[src/design/ftfs_pkg.sv]
// ============================================================================
// Frame timer package
// Shared widths, register indexes, reset values and the command and status
// structs between the controller and the datapath.
// ============================================================================
`default_nettype none

package ftfs_pkg;

    localparam int TS_W      = 48;
    localparam int CFG_W     = 20;
    localparam int IVL_W     = 20;
    localparam int SCALE_W   = 16;
    localparam int CNT_W     = 32;
    localparam int SCALED_W  = 28;
    localparam int TICKS_W   = 21;
    localparam int ACC_W     = 21;
    localparam int ACC_SUM_W = 22;
    localparam int FPS_W     = 24;
    localparam int MUL_SHIFT = 8;
    localparam int DVD_W     = CNT_W + IVL_W + MUL_SHIFT;
    localparam int DSR_W     = TS_W;
    localparam int DCNT_W    = 6;
    localparam int CFG_IDX_W = 2;

    localparam logic [CFG_IDX_W-1:0] REG_MAX_INTERVAL = 2'd0;
    localparam logic [CFG_IDX_W-1:0] REG_FIXED_STEP   = 2'd1;
    localparam logic [CFG_IDX_W-1:0] REG_TIME_SCALE   = 2'd2;

    localparam logic [CFG_W-1:0]   MAX_INTERVAL_RST = 20'd60000;
    localparam logic [CFG_W-1:0]   FIXED_STEP_RST   = 20'd60000;
    localparam logic [SCALE_W-1:0] TIME_SCALE_RST   = 16'd256;

    localparam logic [IVL_W-1:0] US_PER_S = 20'd1000000;
    localparam logic [FPS_W-1:0] FPS_SAT  = 24'hFFFFFF;

    typedef logic [1:0] div_op_t;
    localparam div_op_t OP_TICK = 2'd0;
    localparam div_op_t OP_WIN  = 2'd1;
    localparam div_op_t OP_AVG  = 2'd2;

    typedef struct packed {
        logic    capture;
        logic    update;
        logic    scale;
        logic    ring;
        logic    div_start;
        div_op_t div_op;
        logic    res_load;
        logic    res_zero;
        logic    out_load;
    } ftfs_cmd_t;

    typedef struct packed {
        logic div_done;
        logic sum_zero;
        logic elapsed_zero;
    } ftfs_sts_t;

endpackage

`default_nettype wire

[src/design/ftfs_ram.sv]
// ============================================================================
// Generic RAM
// Single write port and single read port with a registered read.
// ============================================================================
`default_nettype none

module ftfs_ram #(
    parameter int WIDTH = 28,
    parameter int DEPTH = 30
) (
    input  wire logic                     aclk,
    input  wire logic                     wr_en,
    input  wire logic [$clog2(DEPTH)-1:0] wr_addr,
    input  wire logic [WIDTH-1:0]         wr_data,
    input  wire logic [$clog2(DEPTH)-1:0] rd_addr,
    output logic      [WIDTH-1:0]         rd_data
);

    logic [WIDTH-1:0] mem_reg [DEPTH];
    logic [WIDTH-1:0] rd_data_reg;

    always_ff @(posedge aclk) begin
        if (wr_en) begin
            mem_reg[wr_addr] <= wr_data;
        end
        rd_data_reg <= mem_reg[rd_addr];
    end

    assign rd_data = rd_data_reg;

endmodule

`default_nettype wire

[src/design/ftfs_div.sv]
// ============================================================================
// Radix-2 divider
// Restoring division, one quotient bit per cycle over a left-aligned
// dividend of a given bit count. Done pulses for one cycle at the end.
// ============================================================================
`default_nettype none

module ftfs_div (
    input  wire logic                        aclk,
    input  wire logic                        aresetn,
    input  wire logic                        start,
    input  wire logic [ftfs_pkg::DVD_W-1:0]  dividend,
    input  wire logic [ftfs_pkg::DSR_W-1:0]  divisor,
    input  wire logic [ftfs_pkg::DCNT_W-1:0] nbits,
    output logic                             done,
    output logic      [ftfs_pkg::DVD_W-1:0]  quotient,
    output logic      [ftfs_pkg::DSR_W-1:0]  remainder
);

    localparam int DVD_W  = ftfs_pkg::DVD_W;
    localparam int DSR_W  = ftfs_pkg::DSR_W;
    localparam int DCNT_W = ftfs_pkg::DCNT_W;

    logic [DSR_W-1:0]  rem_reg;
    logic [DVD_W-1:0]  dvd_reg;
    logic [DSR_W-1:0]  dsr_reg;
    logic [DCNT_W-1:0] cnt_reg;
    logic              busy_reg;
    logic              done_reg;
    logic [DSR_W:0]    trial;
    logic [DSR_W:0]    trial_sub;
    logic              fits;

    assign trial     = {rem_reg, dvd_reg[DVD_W-1]};
    assign trial_sub = trial - {1'b0, dsr_reg};
    assign fits      = (trial >= {1'b0, dsr_reg});

    always_ff @(posedge aclk) begin
        if (!aresetn) begin
            busy_reg <= 1'b0;
            done_reg <= 1'b0;
            cnt_reg  <= '0;
        end else begin
            done_reg <= 1'b0;
            if (start) begin
                busy_reg <= 1'b1;
                cnt_reg  <= nbits;
            end else if (busy_reg) begin
                cnt_reg <= cnt_reg - DCNT_W'(1);
                if (cnt_reg == DCNT_W'(1)) begin
                    busy_reg <= 1'b0;
                    done_reg <= 1'b1;
                end
            end
        end
    end

    always_ff @(posedge aclk) begin
        if (start) begin
            rem_reg <= '0;
            dvd_reg <= dividend;
            dsr_reg <= divisor;
        end else if (busy_reg) begin
            rem_reg <= fits ? trial_sub[DSR_W-1:0] : trial[DSR_W-1:0];
            dvd_reg <= {dvd_reg[DVD_W-2:0], fits};
        end
    end

    assign done      = done_reg;
    assign quotient  = dvd_reg;
    assign remainder = rem_reg;

endmodule

`default_nettype wire

[src/design/ftfs_dp.sv]
// ============================================================================
// Frame timer datapath
// Configuration registers, frame state, interval ring with running sum,
// shared divider and the result register.
// ============================================================================
`default_nettype none

module ftfs_dp #(
    parameter int WINDOW = 30
) (
    input  wire logic                           aclk,
    input  wire logic                           aresetn,
    input  wire ftfs_pkg::ftfs_cmd_t            cmd,
    output ftfs_pkg::ftfs_sts_t                 sts,
    input  wire logic [ftfs_pkg::TS_W-1:0]      s_timestamp_us,
    input  wire logic                           cfg_wr_en,
    input  wire logic [ftfs_pkg::CFG_IDX_W-1:0] cfg_addr,
    input  wire logic [ftfs_pkg::CFG_W-1:0]     cfg_wdata,
    output logic      [ftfs_pkg::CNT_W-1:0]     m_frame_count,
    output logic      [ftfs_pkg::SCALED_W-1:0]  m_scaled_interval_us,
    output logic      [ftfs_pkg::CNT_W-1:0]     m_fixed_tick_total,
    output logic      [ftfs_pkg::TICKS_W-1:0]   m_new_fixed_ticks,
    output logic      [ftfs_pkg::FPS_W-1:0]     m_window_fps_q8,
    output logic      [ftfs_pkg::FPS_W-1:0]     m_average_fps_q8
);

    localparam int TS_W      = ftfs_pkg::TS_W;
    localparam int IVL_W     = ftfs_pkg::IVL_W;
    localparam int SCALE_W   = ftfs_pkg::SCALE_W;
    localparam int CNT_W     = ftfs_pkg::CNT_W;
    localparam int SCALED_W  = ftfs_pkg::SCALED_W;
    localparam int TICKS_W   = ftfs_pkg::TICKS_W;
    localparam int ACC_W     = ftfs_pkg::ACC_W;
    localparam int ACC_SUM_W = ftfs_pkg::ACC_SUM_W;
    localparam int FPS_W     = ftfs_pkg::FPS_W;
    localparam int DVD_W     = ftfs_pkg::DVD_W;
    localparam int DSR_W     = ftfs_pkg::DSR_W;
    localparam int DCNT_W    = ftfs_pkg::DCNT_W;
    localparam int MUL_SHIFT = ftfs_pkg::MUL_SHIFT;
    localparam int PROD_W    = IVL_W + SCALE_W;
    localparam int FUS_W     = CNT_W + IVL_W;
    localparam int RING_AW   = $clog2(WINDOW);
    localparam int RSUM_W    = SCALED_W + $clog2(WINDOW);

    localparam logic [DVD_W-1:0] WIN_NUM =
        (DVD_W'(WINDOW) * DVD_W'(ftfs_pkg::US_PER_S)) << MUL_SHIFT;
    localparam int WIN_BITS = $clog2(WIN_NUM + DVD_W'(1));
    localparam logic [DVD_W-1:0] WIN_NUM_AL = WIN_NUM << (DVD_W - WIN_BITS);

    function automatic logic [FPS_W-1:0] fps_sat(input logic [DVD_W-1:0] q);
        if (|q[DVD_W-1:FPS_W]) begin
            fps_sat = ftfs_pkg::FPS_SAT;
        end else begin
            fps_sat = q[FPS_W-1:0];
        end
    endfunction

    // Configuration.
    logic [IVL_W-1:0]   max_ivl_reg;
    logic [IVL_W-1:0]   fixed_step_reg;
    logic [SCALE_W-1:0] time_scale_reg;

    // Frame state.
    logic                started_reg;
    logic [TS_W-1:0]     last_ts_reg;
    logic [TS_W-1:0]     elapsed_reg;
    logic [CNT_W-1:0]    frames_reg;
    logic [ACC_W-1:0]    step_acc_reg;
    logic [CNT_W-1:0]    ticks_total_reg;
    logic [RING_AW-1:0]  pos_reg;
    logic [RSUM_W-1:0]   sum_reg;
    logic [WINDOW-1:0]   ring_vld_reg;

    // Working registers.
    logic [TS_W-1:0]      ts_reg;
    logic [IVL_W-1:0]     clamped_reg;
    logic [SCALED_W-1:0]  scaled_reg;
    logic [ACC_SUM_W-1:0] acc_sum_reg;
    logic [DVD_W-1:0]     avg_num_reg;
    logic [SCALED_W-1:0]  old_ring_reg;
    logic [TICKS_W-1:0]   ticks_reg;
    logic [FPS_W-1:0]     win_fps_reg;
    logic [FPS_W-1:0]     avg_fps_reg;

    // Result register.
    logic [CNT_W-1:0]    out_frames_reg;
    logic [SCALED_W-1:0] out_scaled_reg;
    logic [CNT_W-1:0]    out_total_reg;
    logic [TICKS_W-1:0]  out_ticks_reg;
    logic [FPS_W-1:0]    out_win_reg;
    logic [FPS_W-1:0]    out_avg_reg;

    logic [TS_W-1:0]     ts_base;
    logic [TS_W-1:0]     diff;
    logic [IVL_W-1:0]    clamped_next;
    logic [PROD_W-1:0]   prod;
    logic [FUS_W-1:0]    frames_us;
    logic [IVL_W-1:0]    step_eff;
    logic [RING_AW-1:0]  pos_next;
    logic [SCALED_W-1:0] ram_q;
    logic [DVD_W-1:0]    div_dividend;
    logic [DSR_W-1:0]    div_divisor;
    logic [DCNT_W-1:0]   div_nbits;
    logic                div_done;
    logic [DVD_W-1:0]    div_quo;
    logic [DSR_W-1:0]    div_rem;

    always_comb begin
        ts_base = started_reg ? last_ts_reg : ts_reg;
        diff    = ts_reg - ts_base;
        if (diff[TS_W-1]) begin
            clamped_next = '0;
        end else if (diff > TS_W'(max_ivl_reg)) begin
            clamped_next = max_ivl_reg;
        end else begin
            clamped_next = diff[IVL_W-1:0];
        end
    end

    assign prod      = PROD_W'(clamped_reg) * PROD_W'(time_scale_reg);
    assign frames_us = FUS_W'(frames_reg) * FUS_W'(ftfs_pkg::US_PER_S);
    assign step_eff  = (fixed_step_reg == '0) ? IVL_W'(1) : fixed_step_reg;
    assign pos_next  = (pos_reg == RING_AW'(WINDOW - 1)) ? '0 : pos_reg + RING_AW'(1);

    always_comb begin
        case (cmd.div_op)
            ftfs_pkg::OP_TICK: begin
                div_dividend = {acc_sum_reg, (DVD_W - ACC_SUM_W)'(0)};
                div_divisor  = DSR_W'(step_eff);
                div_nbits    = DCNT_W'(ACC_SUM_W);
            end
            ftfs_pkg::OP_WIN: begin
                div_dividend = WIN_NUM_AL;
                div_divisor  = DSR_W'(sum_reg);
                div_nbits    = DCNT_W'(WIN_BITS);
            end
            ftfs_pkg::OP_AVG: begin
                div_dividend = avg_num_reg;
                div_divisor  = elapsed_reg;
                div_nbits    = DCNT_W'(DVD_W);
            end
            default: begin
                div_dividend = '0;
                div_divisor  = '0;
                div_nbits    = '0;
            end
        endcase
    end

    always_ff @(posedge aclk) begin
        if (!aresetn) begin
            max_ivl_reg    <= ftfs_pkg::MAX_INTERVAL_RST;
            fixed_step_reg <= ftfs_pkg::FIXED_STEP_RST;
            time_scale_reg <= ftfs_pkg::TIME_SCALE_RST;
        end else if (cfg_wr_en) begin
            case (cfg_addr)
                ftfs_pkg::REG_MAX_INTERVAL: max_ivl_reg    <= cfg_wdata;
                ftfs_pkg::REG_FIXED_STEP:   fixed_step_reg <= cfg_wdata;
                ftfs_pkg::REG_TIME_SCALE:   time_scale_reg <= cfg_wdata[SCALE_W-1:0];
                default: ;
            endcase
        end
    end

    always_ff @(posedge aclk) begin
        if (!aresetn) begin
            started_reg     <= 1'b0;
            last_ts_reg     <= '0;
            elapsed_reg     <= '0;
            frames_reg      <= '0;
            step_acc_reg    <= '0;
            ticks_total_reg <= '0;
            pos_reg         <= '0;
            sum_reg         <= '0;
            ring_vld_reg    <= '0;
        end else begin
            if (cmd.update) begin
                started_reg <= 1'b1;
                last_ts_reg <= ts_reg;
                elapsed_reg <= elapsed_reg + diff;
                frames_reg  <= frames_reg + CNT_W'(1);
            end
            if (cmd.ring) begin
                ring_vld_reg[pos_reg] <= 1'b1;
                sum_reg <= sum_reg - RSUM_W'(old_ring_reg) + RSUM_W'(scaled_reg);
                pos_reg <= pos_next;
            end
            if (cmd.res_load && cmd.div_op == ftfs_pkg::OP_TICK) begin
                step_acc_reg    <= div_rem[ACC_W-1:0];
                ticks_total_reg <= ticks_total_reg + div_quo[CNT_W-1:0];
            end
        end
    end

    always_ff @(posedge aclk) begin
        if (cmd.capture) begin
            ts_reg <= s_timestamp_us;
        end
        if (cmd.update) begin
            clamped_reg <= clamped_next;
        end
        if (cmd.scale) begin
            scaled_reg   <= prod[PROD_W-1:MUL_SHIFT];
            acc_sum_reg  <= ACC_SUM_W'(step_acc_reg) + ACC_SUM_W'(clamped_reg);
            avg_num_reg  <= {frames_us, MUL_SHIFT'(0)};
            old_ring_reg <= ring_vld_reg[pos_reg] ? ram_q : '0;
        end
        if (cmd.res_load) begin
            case (cmd.div_op)
                ftfs_pkg::OP_TICK: ticks_reg   <= div_quo[TICKS_W-1:0];
                ftfs_pkg::OP_WIN:  win_fps_reg <= cmd.res_zero ? '0 : fps_sat(div_quo);
                ftfs_pkg::OP_AVG:  avg_fps_reg <= cmd.res_zero ? '0 : fps_sat(div_quo);
                default: ;
            endcase
        end
        if (cmd.out_load) begin
            out_frames_reg <= frames_reg;
            out_scaled_reg <= scaled_reg;
            out_total_reg  <= ticks_total_reg;
            out_ticks_reg  <= ticks_reg;
            out_win_reg    <= win_fps_reg;
            out_avg_reg    <= avg_fps_reg;
        end
    end

    ftfs_ram #(
        .WIDTH(SCALED_W),
        .DEPTH(WINDOW)
    ) u_ring (
        .aclk   (aclk),
        .wr_en  (cmd.ring),
        .wr_addr(pos_reg),
        .wr_data(scaled_reg),
        .rd_addr(pos_reg),
        .rd_data(ram_q)
    );

    ftfs_div u_div (
        .aclk     (aclk),
        .aresetn  (aresetn),
        .start    (cmd.div_start),
        .dividend (div_dividend),
        .divisor  (div_divisor),
        .nbits    (div_nbits),
        .done     (div_done),
        .quotient (div_quo),
        .remainder(div_rem)
    );

    assign sts.div_done     = div_done;
    assign sts.sum_zero     = (sum_reg == '0);
    assign sts.elapsed_zero = (elapsed_reg == '0);

    assign m_frame_count        = out_frames_reg;
    assign m_scaled_interval_us = out_scaled_reg;
    assign m_fixed_tick_total   = out_total_reg;
    assign m_new_fixed_ticks    = out_ticks_reg;
    assign m_window_fps_q8      = out_win_reg;
    assign m_average_fps_q8     = out_avg_reg;

endmodule

`default_nettype wire

[src/design/ftfs_ctrl.sv]
// ============================================================================
// Frame timer controller
// Sequences one transaction through update, scaling, ring write and the
// three divisions, then hands the result to the output register.
// ============================================================================
`default_nettype none

module ftfs_ctrl (
    input  wire logic                aclk,
    input  wire logic                aresetn,
    input  wire logic                s_valid,
    output logic                     s_ready,
    output logic                     m_valid,
    input  wire logic                m_ready,
    output ftfs_pkg::ftfs_cmd_t      cmd,
    input  wire ftfs_pkg::ftfs_sts_t sts
);

    localparam logic [3:0] S_IDLE   = 4'd0;
    localparam logic [3:0] S_UPD    = 4'd1;
    localparam logic [3:0] S_MUL    = 4'd2;
    localparam logic [3:0] S_RING   = 4'd3;
    localparam logic [3:0] S_TDIV   = 4'd4;
    localparam logic [3:0] S_WSTART = 4'd5;
    localparam logic [3:0] S_WDIV   = 4'd6;
    localparam logic [3:0] S_ASTART = 4'd7;
    localparam logic [3:0] S_ADIV   = 4'd8;
    localparam logic [3:0] S_OUT    = 4'd9;

    logic [3:0] state_reg;
    logic [3:0] state_next;
    logic       m_valid_reg;

    always_comb begin
        cmd        = '0;
        cmd.div_op = ftfs_pkg::OP_TICK;
        state_next = state_reg;
        case (state_reg)
            S_IDLE: begin
                cmd.capture = s_valid;
                if (s_valid) begin
                    state_next = S_UPD;
                end
            end
            S_UPD: begin
                cmd.update = 1'b1;
                state_next = S_MUL;
            end
            S_MUL: begin
                cmd.scale  = 1'b1;
                state_next = S_RING;
            end
            S_RING: begin
                cmd.ring      = 1'b1;
                cmd.div_start = 1'b1;
                state_next    = S_TDIV;
            end
            S_TDIV: begin
                if (sts.div_done) begin
                    cmd.res_load = 1'b1;
                    state_next   = S_WSTART;
                end
            end
            S_WSTART: begin
                cmd.div_op = ftfs_pkg::OP_WIN;
                if (sts.sum_zero) begin
                    cmd.res_load = 1'b1;
                    cmd.res_zero = 1'b1;
                    state_next   = S_ASTART;
                end else begin
                    cmd.div_start = 1'b1;
                    state_next    = S_WDIV;
                end
            end
            S_WDIV: begin
                cmd.div_op = ftfs_pkg::OP_WIN;
                if (sts.div_done) begin
                    cmd.res_load = 1'b1;
                    state_next   = S_ASTART;
                end
            end
            S_ASTART: begin
                cmd.div_op = ftfs_pkg::OP_AVG;
                if (sts.elapsed_zero) begin
                    cmd.res_load = 1'b1;
                    cmd.res_zero = 1'b1;
                    state_next   = S_OUT;
                end else begin
                    cmd.div_start = 1'b1;
                    state_next    = S_ADIV;
                end
            end
            S_ADIV: begin
                cmd.div_op = ftfs_pkg::OP_AVG;
                if (sts.div_done) begin
                    cmd.res_load = 1'b1;
                    state_next   = S_OUT;
                end
            end
            S_OUT: begin
                if (!m_valid_reg || m_ready) begin
                    cmd.out_load = 1'b1;
                    state_next   = S_IDLE;
                end
            end
            default: begin
                state_next = S_IDLE;
            end
        endcase
    end

    always_ff @(posedge aclk) begin
        if (!aresetn) begin
            state_reg   <= S_IDLE;
            m_valid_reg <= 1'b0;
        end else begin
            state_reg <= state_next;
            if (cmd.out_load) begin
                m_valid_reg <= 1'b1;
            end else if (m_ready) begin
                m_valid_reg <= 1'b0;
            end
        end
    end

    assign s_ready = (state_reg == S_IDLE);
    assign m_valid = m_valid_reg;

endmodule

`default_nettype wire

[src/design/frame_timer_fixed_step.sv]
// Each transaction steps through update, scaling and ring write, then the shared
// radix-2 divider runs the tick, window and average divisions over 22, 33 and 60
// dividend bits. A zero FPS divisor skips its division. The next timestamp is taken
// once the previous result is loaded, while that result may still wait for m_ready.
// Reset (aresetn low, synchronous) restores register defaults and the frame state.
// ============================================================================
// Frame timer with fixed-step accumulator
// Top level: joins the controller and the datapath.
// ============================================================================
`default_nettype none

module frame_timer_fixed_step #(
    parameter int WINDOW = 30
) (
    input  wire logic                           aclk,
    input  wire logic                           aresetn,
    input  wire logic                           s_valid,
    output logic                                s_ready,
    input  wire logic [ftfs_pkg::TS_W-1:0]      s_timestamp_us,
    output logic                                m_valid,
    input  wire logic                           m_ready,
    output logic      [ftfs_pkg::CNT_W-1:0]     m_frame_count,
    output logic      [ftfs_pkg::SCALED_W-1:0]  m_scaled_interval_us,
    output logic      [ftfs_pkg::CNT_W-1:0]     m_fixed_tick_total,
    output logic      [ftfs_pkg::TICKS_W-1:0]   m_new_fixed_ticks,
    output logic      [ftfs_pkg::FPS_W-1:0]     m_window_fps_q8,
    output logic      [ftfs_pkg::FPS_W-1:0]     m_average_fps_q8,
    input  wire logic                           cfg_wr_en,
    input  wire logic [ftfs_pkg::CFG_IDX_W-1:0] cfg_addr,
    input  wire logic [ftfs_pkg::CFG_W-1:0]     cfg_wdata
);

    ftfs_pkg::ftfs_cmd_t cmd;
    ftfs_pkg::ftfs_sts_t sts;

    ftfs_ctrl u_ctrl (
        .aclk   (aclk),
        .aresetn(aresetn),
        .s_valid(s_valid),
        .s_ready(s_ready),
        .m_valid(m_valid),
        .m_ready(m_ready),
        .cmd    (cmd),
        .sts    (sts)
    );

    ftfs_dp #(
        .WINDOW(WINDOW)
    ) u_dp (
        .aclk                (aclk),
        .aresetn             (aresetn),
        .cmd                 (cmd),
        .sts                 (sts),
        .s_timestamp_us      (s_timestamp_us),
        .cfg_wr_en           (cfg_wr_en),
        .cfg_addr            (cfg_addr),
        .cfg_wdata           (cfg_wdata),
        .m_frame_count       (m_frame_count),
        .m_scaled_interval_us(m_scaled_interval_us),
        .m_fixed_tick_total  (m_fixed_tick_total),
        .m_new_fixed_ticks   (m_new_fixed_ticks),
        .m_window_fps_q8     (m_window_fps_q8),
        .m_average_fps_q8    (m_average_fps_q8)
    );

endmodule

`default_nettype wire

[config.mk]
export PLATFORM = sky130hd
export DESIGN_NAME = frame_timer_fixed_step
export DESIGN_NICKNAME = d
export VERILOG_FILES = /design/src/design/ftfs_pkg.sv /design/src/design/ftfs_ram.sv /design/src/design/ftfs_div.sv /design/src/design/ftfs_dp.sv /design/src/design/ftfs_ctrl.sv /design/src/design/frame_timer_fixed_step.sv
export SDC_FILE = /design/constraint.sdc
export NUM_CORES = 2
export LEC_CHECK = 0
export ABC_CLOCK_PERIOD_IN_PS = 28000
export BUFFER_PORTS_ARGS = -buffer_cell sky130_fd_sc_hd__buf_2
export CORE_ASPECT_RATIO = 0.5
export CORE_MARGIN = 4
export CORE_UTILIZATION = 40
export CTS_BUF_LIST = sky130_fd_sc_hd__clkbuf_4
export DETAILED_ROUTE_END_ITERATION = 7
export MAX_ROUTING_LAYER = met4
export PLACE_DENSITY = 0.66
export SETUP_SLACK_MARGIN = 0.3
export SYNTH_ARGS = -nofsm -noshare
export SYNTH_HDL_FRONTEND = slang
export SYNTH_SLANG_ARGS = --single-unit
[constraint.sdc]
create_clock -name aclk -period 28 [get_ports aclk]
set_input_delay 4.2 -clock aclk [delete_from_list [all_inputs] [get_ports aclk]]
set_output_delay 4.2 -clock aclk [all_outputs]
set_load 0.02 [all_outputs]
## Word level (Yosys, flattened, before mapping)

Memory sizes are Yosys's and may differ from the RTL's. A register that Yosys moved wholly into a read port is not among the register bits.
Index checks and enable logic that the tools add are counted.
W data, S select, Z words.

| storage, ports and cells | value |
|---|---|
| register bits after elaboration | 897 |
| RAM bits | 840 |
| input bits | 75 |
| output and inout port bits | 163 |
| logic and storage cells | 148 |
| memories | 1 |

| operators by class | value |
|---|---|
| add/sub/neg operators | 10 |
| multipliers | 2 |
| magnitude comparators | 4 |
| equal/unequal tests | 20 |
| muxes and demuxes | 49 |
| bitwise gates (word level) | 3 |
| reductions and logical operators | 24 |

Memories:

| name | words | width | read ports | clocked after Yosys merged registers in | write ports | line | source |
|---|---|---|---|---|---|---|---|
| u_dp.u_ring.mem_reg | 30 | 28 | 1 | 1 | 1 | ftfs_ram.sv:19 | `logic [WIDTH-1:0] mem_reg [DEPTH];` |

Operator list:

| kind | count |
|---|---|
| $pmux W60 S3 | 1 |
| $pmux W48 S3 | 1 |
| $mux W60 | 2 |
| $mux W48 | 2 |
| $sub A48 B48 Y48 | 2 |
| $ge A49 B48 Y1 | 1 |
| $add A48 B48 Y48 | 1 |
| $gt A48 B20 Y1 | 1 |
| $logic_not A48 Y1 | 1 |
| $mux W24 | 2 |
| $mul A32 B14 Y46 const B | 1 |
| $mux W20 | 2 |
| $pmux W4 S10 | 1 |
| $mul A20 B16 Y36 | 1 |
| $reduce_or A36 Y1 | 1 |
| $add A33 B28 Y33 | 1 |
| $logic_not A33 Y1 | 1 |
| $sub A33 B28 Y33 | 1 |
| $add A32 B1 Y32 const B | 1 |
| $add A32 B32 Y32 | 1 |
| $or A30 B30 Y30 | 1 |
| $add A21 B20 Y22 | 1 |
| $mux W1 | 21 |
| $logic_not A20 Y1 | 1 |
| other kinds (35) | 63 |

## Depth between registers and ports, before layout

| logic depth | value |
|---|---|
| depth in word-level cells | 6 |
| depth in mapped cells | 30 |
| gate-level depth less buffers | 27 |

## Hierarchy

Synthesis repeated with hierarchy kept, for this count alone.

| unflattened totals | value |
|---|---|
| cell total of the unflattened synthesis | 7983 |
| area, all modules | 97247.0 µm² |

By module, submodules not included:

| module | instances | cells an instance | area each (µm²) | sequential area each (µm²) |
|---|---|---|---|---|
| ftfs_dp | 1 | 5406 | 54438.5 | 18798.0 |
| ftfs_ram | 1 | 1580 | 32881.5 | 25784.7 |
| ftfs_div | 1 | 948 | 9517.9 | 4364.2 |
| ftfs_ctrl | 1 | 49 | 409.1 | 100.1 |

## Worst setup path before layout

OpenSTA, ideal clock, no wires.

| path | value |
|---|---|
| kind | input port to flip-flop |
| from | input m_ready |
| to | register u_dp.out_avg_reg[0] (netlist: u_dp.m_average_fps_q8[0]), enable pin |
| library setup time | 0.911 ns |
| arrival | 15.856 ns |
| data required time | 27.089 ns |
| slack | 11.233 ns |
| stages | 2 |
| path buffers | 0 |
| path through | nor2b_1 nor3b_1 |

RTL lines:

| what | line | source |
|---|---|---|
| start, declared | frame_timer_fixed_step.sv:21 | `input wire logic m_ready,` |
| end signal, assigned | ftfs_dp.sv:222 | `out_avg_reg <= avg_fps_reg;` |
| end, declared | ftfs_dp.sv:91 | `logic [FPS_W-1:0] out_avg_reg;` |

## Worst setup path in the final report

| path | value |
|---|---|
| from | register u_dp.clamped_reg[9] |
| to | register u_dp.scaled_reg[19] (data pin) |

| between the ends | value |
|---|---|
| word-level cells in the longest chain between the ends | 1 |

Ends and longest elaborated chain:

| what | line | source |
|---|---|---|
| start, declared | ftfs_dp.sv:76 | `logic [IVL_W-1:0] clamped_reg;` |
| start signal, assigned | ftfs_dp.sv:200 | `clamped_reg <= clamped_next;` |
| $mul A20 B16 Y36 | ftfs_dp.sv:120 | `assign prod = PROD_W'(clamped_reg) * PROD_W'(time_scale_reg);` |
| net u_dp.prod[27] | ftfs_dp.sv:96 | `logic [PROD_W-1:0] prod;` |
| end signal, assigned | ftfs_dp.sv:203 | `scaled_reg <= prod[PROD_W-1:MUL_SHIFT];` |
| end, declared | ftfs_dp.sv:77 | `logic [SCALED_W-1:0] scaled_reg;` |

The timed path passes the listed nets, and every way through them passes these cells.
A chain may end at the register's enable or synchronous reset.

==> results.md <==
- Status: complete, but fails checks
- Failing checks: design-rule violations
- Most common cell after layout, fill and taps aside: edfxtp_1
- Root buf cell: clkbuf_4
- Total gr overflow: 0
- CORE AREA: 233,800 um2
- FF-to-FF Start: u_dp.clamped_reg[9]$_SDFFCE_PN0P_
- Max clock buf depth: 4
- Max Slew Vio Count: 0
- Total track usage: approximately a fifth
- Clock slew at reported path FFs: 0.08 ns
- WL/cell: ~21 um
- Final net count: between 9,000 and 10,000
- Largest register FFs: between 800 and 900
- Sequential area share after synthesis: about half
- Number of post-CTS setup repair buffers: 0
- Initial DRC Count: about 5,500
- Die W: just under 700 um
- Synth async-reset ratio: 0%
- Switching power: about 2.2 mW
- Layout cells sized above 1: 15.94%
- Layout area overhead: 11.18%
- R2r worst-path depth: 22
- Final Power: between 6 and 7 mW
- Critical path launch point: u_dp.clamped_reg[9]$_SDFFCE_PN0P_
- Clock power frac: 31.0%
- Hold Crit Class: flip-flop to flip-flop
- Most frequent cells in the layout: 1,370 x edfxtp_1, 898 x nand2_1, 692 x inv_1
- Number of port buffers: about 240
- Combinational share of power: about a quarter
- Nature of the critical path startpoint: flip-flop
- Hold Violations, Final: 0
- Pre-CTS WS: between 20 and 25 ns
- Maximum vdd drop: 0.00004026 V
- Vias in the first global route: between 60,000 and 70,000
- Unrepaired setup endpoints after global routing: no
- Largest net degree at the start of global routing: between 100 and 150
- R2R Setup Slk: slightly above 20 ns
- Least-Margin Pin Slew: approximately 1.3 ns
- Crit path to: u_dp.scaled_reg[19]$_DFFE_PP_
- Max-slew headroom: 14.66%
- Setup slack after layout: between 20 and 25 ns
- Routability Congestion: 0.9174
- Final setup fails: 0
- Detail-routed via count per cell: 5.360
- Area leader, netlist: edfxtp_1
- R2r endpoint: u_dp.scaled_reg[19]$_DFFE_PP_
- Post-Syn Nets: between 8,000 and 9,000
- Switching share of power: between 30% and 40%
- DRT Pass-1 Iters: 8
- I/O pin count: 238
- Clock Sinks: between 1,500 and 2,000
- Worst-path maximum fanout: 17
- Sequential share of power: 44.5%
- Clk_skew: approximately 0.16 ns
- Post-Syn Instances: 7,729
- Starting Density: roughly two fifths
- Dpl hpwl: between 150,000 and 200,000 um
- CP arrival: about 8 ns
- Max cap viols: 0
- Required @ worst endpoint: approximately 29 ns
- Shortest period the worst path allows: 7.250 ns
- Max Fclk: around 140 MHz
- Total number of vias: 62,446
- ANT nets after route: 0
- Final worst-path cycle share: about a quarter
- Area contributors post-synth: edfxtp_1 43%, fa_1 8.8%, dfxtp_1 8.4%
- Clock Latency Late Sink: 1.23 ns
- Drt drc: 6
- Main synth FF type: edfxtp_1
- CTS tree: yes
- Maximum level of the CTS H-tree: 5
- Mean Syn Cell Area: between 10 and 15 um2
- Initial antenna violation count: 6
- Die area: between 200,000 and 250,000 um2
- CP endpoint kind: flip-flop
- Post-cts sizing count: 0
- Synth warnings: 0
- Unique cell type count in the Yosys netlist: approximately 100
- Routed WL: about 250,000 um
- Setup TNS Final: 0 ns
- Post-synth top area share: 43.44%
- Post-Syn Area: between 90,000 and 100,000 um2
- Standard-cell rows: 125
- #FFs+latches synth: between 1,500 and 2,000
- Post-synth EDFFs: approximately 1,400
- Die Ht: approximately 350 um
- Cell internal pwr: approximately 4.7 mW
- Static Leak: around 41 nW
- Post-CTS Hold Buffers: 0
- TritonCTS buffer count: about 420
- CP Class: flip-flop to flip-flop
- First-pass GRT wire length: between 300,000 and 400,000 um
- Power per Cell Area: 66.07 nW/um2
==> worst min path at each step <==
stage / start / endpoint / slack [ns] / depth (start not counted)
5_1_grt: u_dp.ticks_reg[6]$_DFFE_PP_ / u_dp.m_new_fixed_ticks[6]$_DFFE_PP_ / 0.41 / 0
6_report: u_dp.ticks_reg[6]$_DFFE_PP_ / u_dp.m_new_fixed_ticks[6]$_DFFE_PP_ / 0.39 / 0
2_1_floorplan: u_dp.avg_fps_reg[0]$_DFFE_PP_ / u_dp.m_average_fps_q8[0]$_DFFE_PP_ / 0.40 / 0
4_1_cts: u_dp.ticks_reg[6]$_DFFE_PP_ / u_dp.m_new_fixed_ticks[6]$_DFFE_PP_ / 0.38 / 0
3_5_place_dp: u_dp.ticks_reg[16]$_DFFE_PP_ / u_dp.m_new_fixed_ticks[16]$_DFFE_PP_ / 0.40 / 0
3_3_place_gp: u_dp.ticks_reg[16]$_DFFE_PP_ / u_dp.m_new_fixed_ticks[16]$_DFFE_PP_ / 0.40 / 0
==> through the flow <==
stage               util, %  hold WS [ns]  instances  instance area (um2)
global route          45.02        0.4109      11647               105300
floorplan                 -        0.4003       7729                94690
CTS                   45.02        0.3805      11643               105300
global placement      42.68        0.4016      10878                99790
detailed placement    42.68        0.4045      10878                99790
finish                45.03        0.3884      11650               105300
==> cell families after synthesis <==
group	synth area share, %
multiplexers	6.349
XOR/XNOR	2.608
adder cells (fa/ha/maj)	16.03
AO/OA/AOI/OAI	9.332
flip-flops	51.79
buffers and inverters	4.074
AND/OR/NAND/NOR	9.812
==> area by class of cell <==
type / count / area, um2
diodes: 7 / 17.52
clock buffers: 649 / 4872
clock inverters: 116 / 603.1
fillers: 21315 / 128500
inverters: 698 / 2633
multi-input cells: 4946 / 42100
flip-flops and latches: 1765 / 49060
well taps: 3111 / 3892
repair buffers: 358 / 2107
==> cell usage after synthesis (59+ instances only) <==
cell / instances
fa_1: 417
nor2_1: 358
xnor2_1: 189
nand2_1: 900
mux2i_1: 139
a21oi_1: 477
nand4_1: 83
mux4_2: 203
inv_1: 696
o21a_1: 59
a21o_1: 171
and2_1: 233
clkbuf_1: 258
nand3_1: 114
edfxtp_1: 1370
o21ai_0: 173
ha_1: 546
a22oi_1: 115
dfxtp_1: 395
xor2_1: 93
==> layer usage <==
| layer | up-vias | global-route usage [%] | routed length [um] |
|---|---|---|---|
| met4 | 0 | 6.657 | 7531 |
| met3 | 436 | 3.402 | 18210 |
| met1 | 30831 | 26.57 | 103800 |
| met2 | 2272 | 32.40 | 116800 |
| li1 | 28907 | - | - |
| met5 | - | - | 0 |
==> critical path, stage by stage (launching register included) <==
cell	delay [ns]
edfxtp_1	0.86
nand2_1	0.17
fa_1	0.52
fa_1	0.54
inv_1	0.05
fa_1	0.50
inv_1	0.06
fa_1	0.53
inv_1	0.05
fa_1	0.49
fa_1	0.41
ha_1	0.33
a21o_1	0.17
a21o_1	0.18
a21o_1	0.17
a221o_1	0.41
a41o_1	0.35
a21o_1	0.22
o21ai_1	0.17
a21boi_1	0.12
o31ai_1	0.39
nor2b_1	0.22
xnor2_1	0.08
==> power by group through the flow <==
stage	sequential, mW	clock [mW]	combinational (mW)
6_report	3.10	2.15	1.70
5_1_grt	3.11	2.36	1.89
4_1_cts	3.10	2.21	1.70
3_5_place_dp	3.15	0	1.68
3_3_place_gp	3.15	0	1.67
2_1_floorplan	3.10	0	1.26
Power figures use the tool's default switching activity.
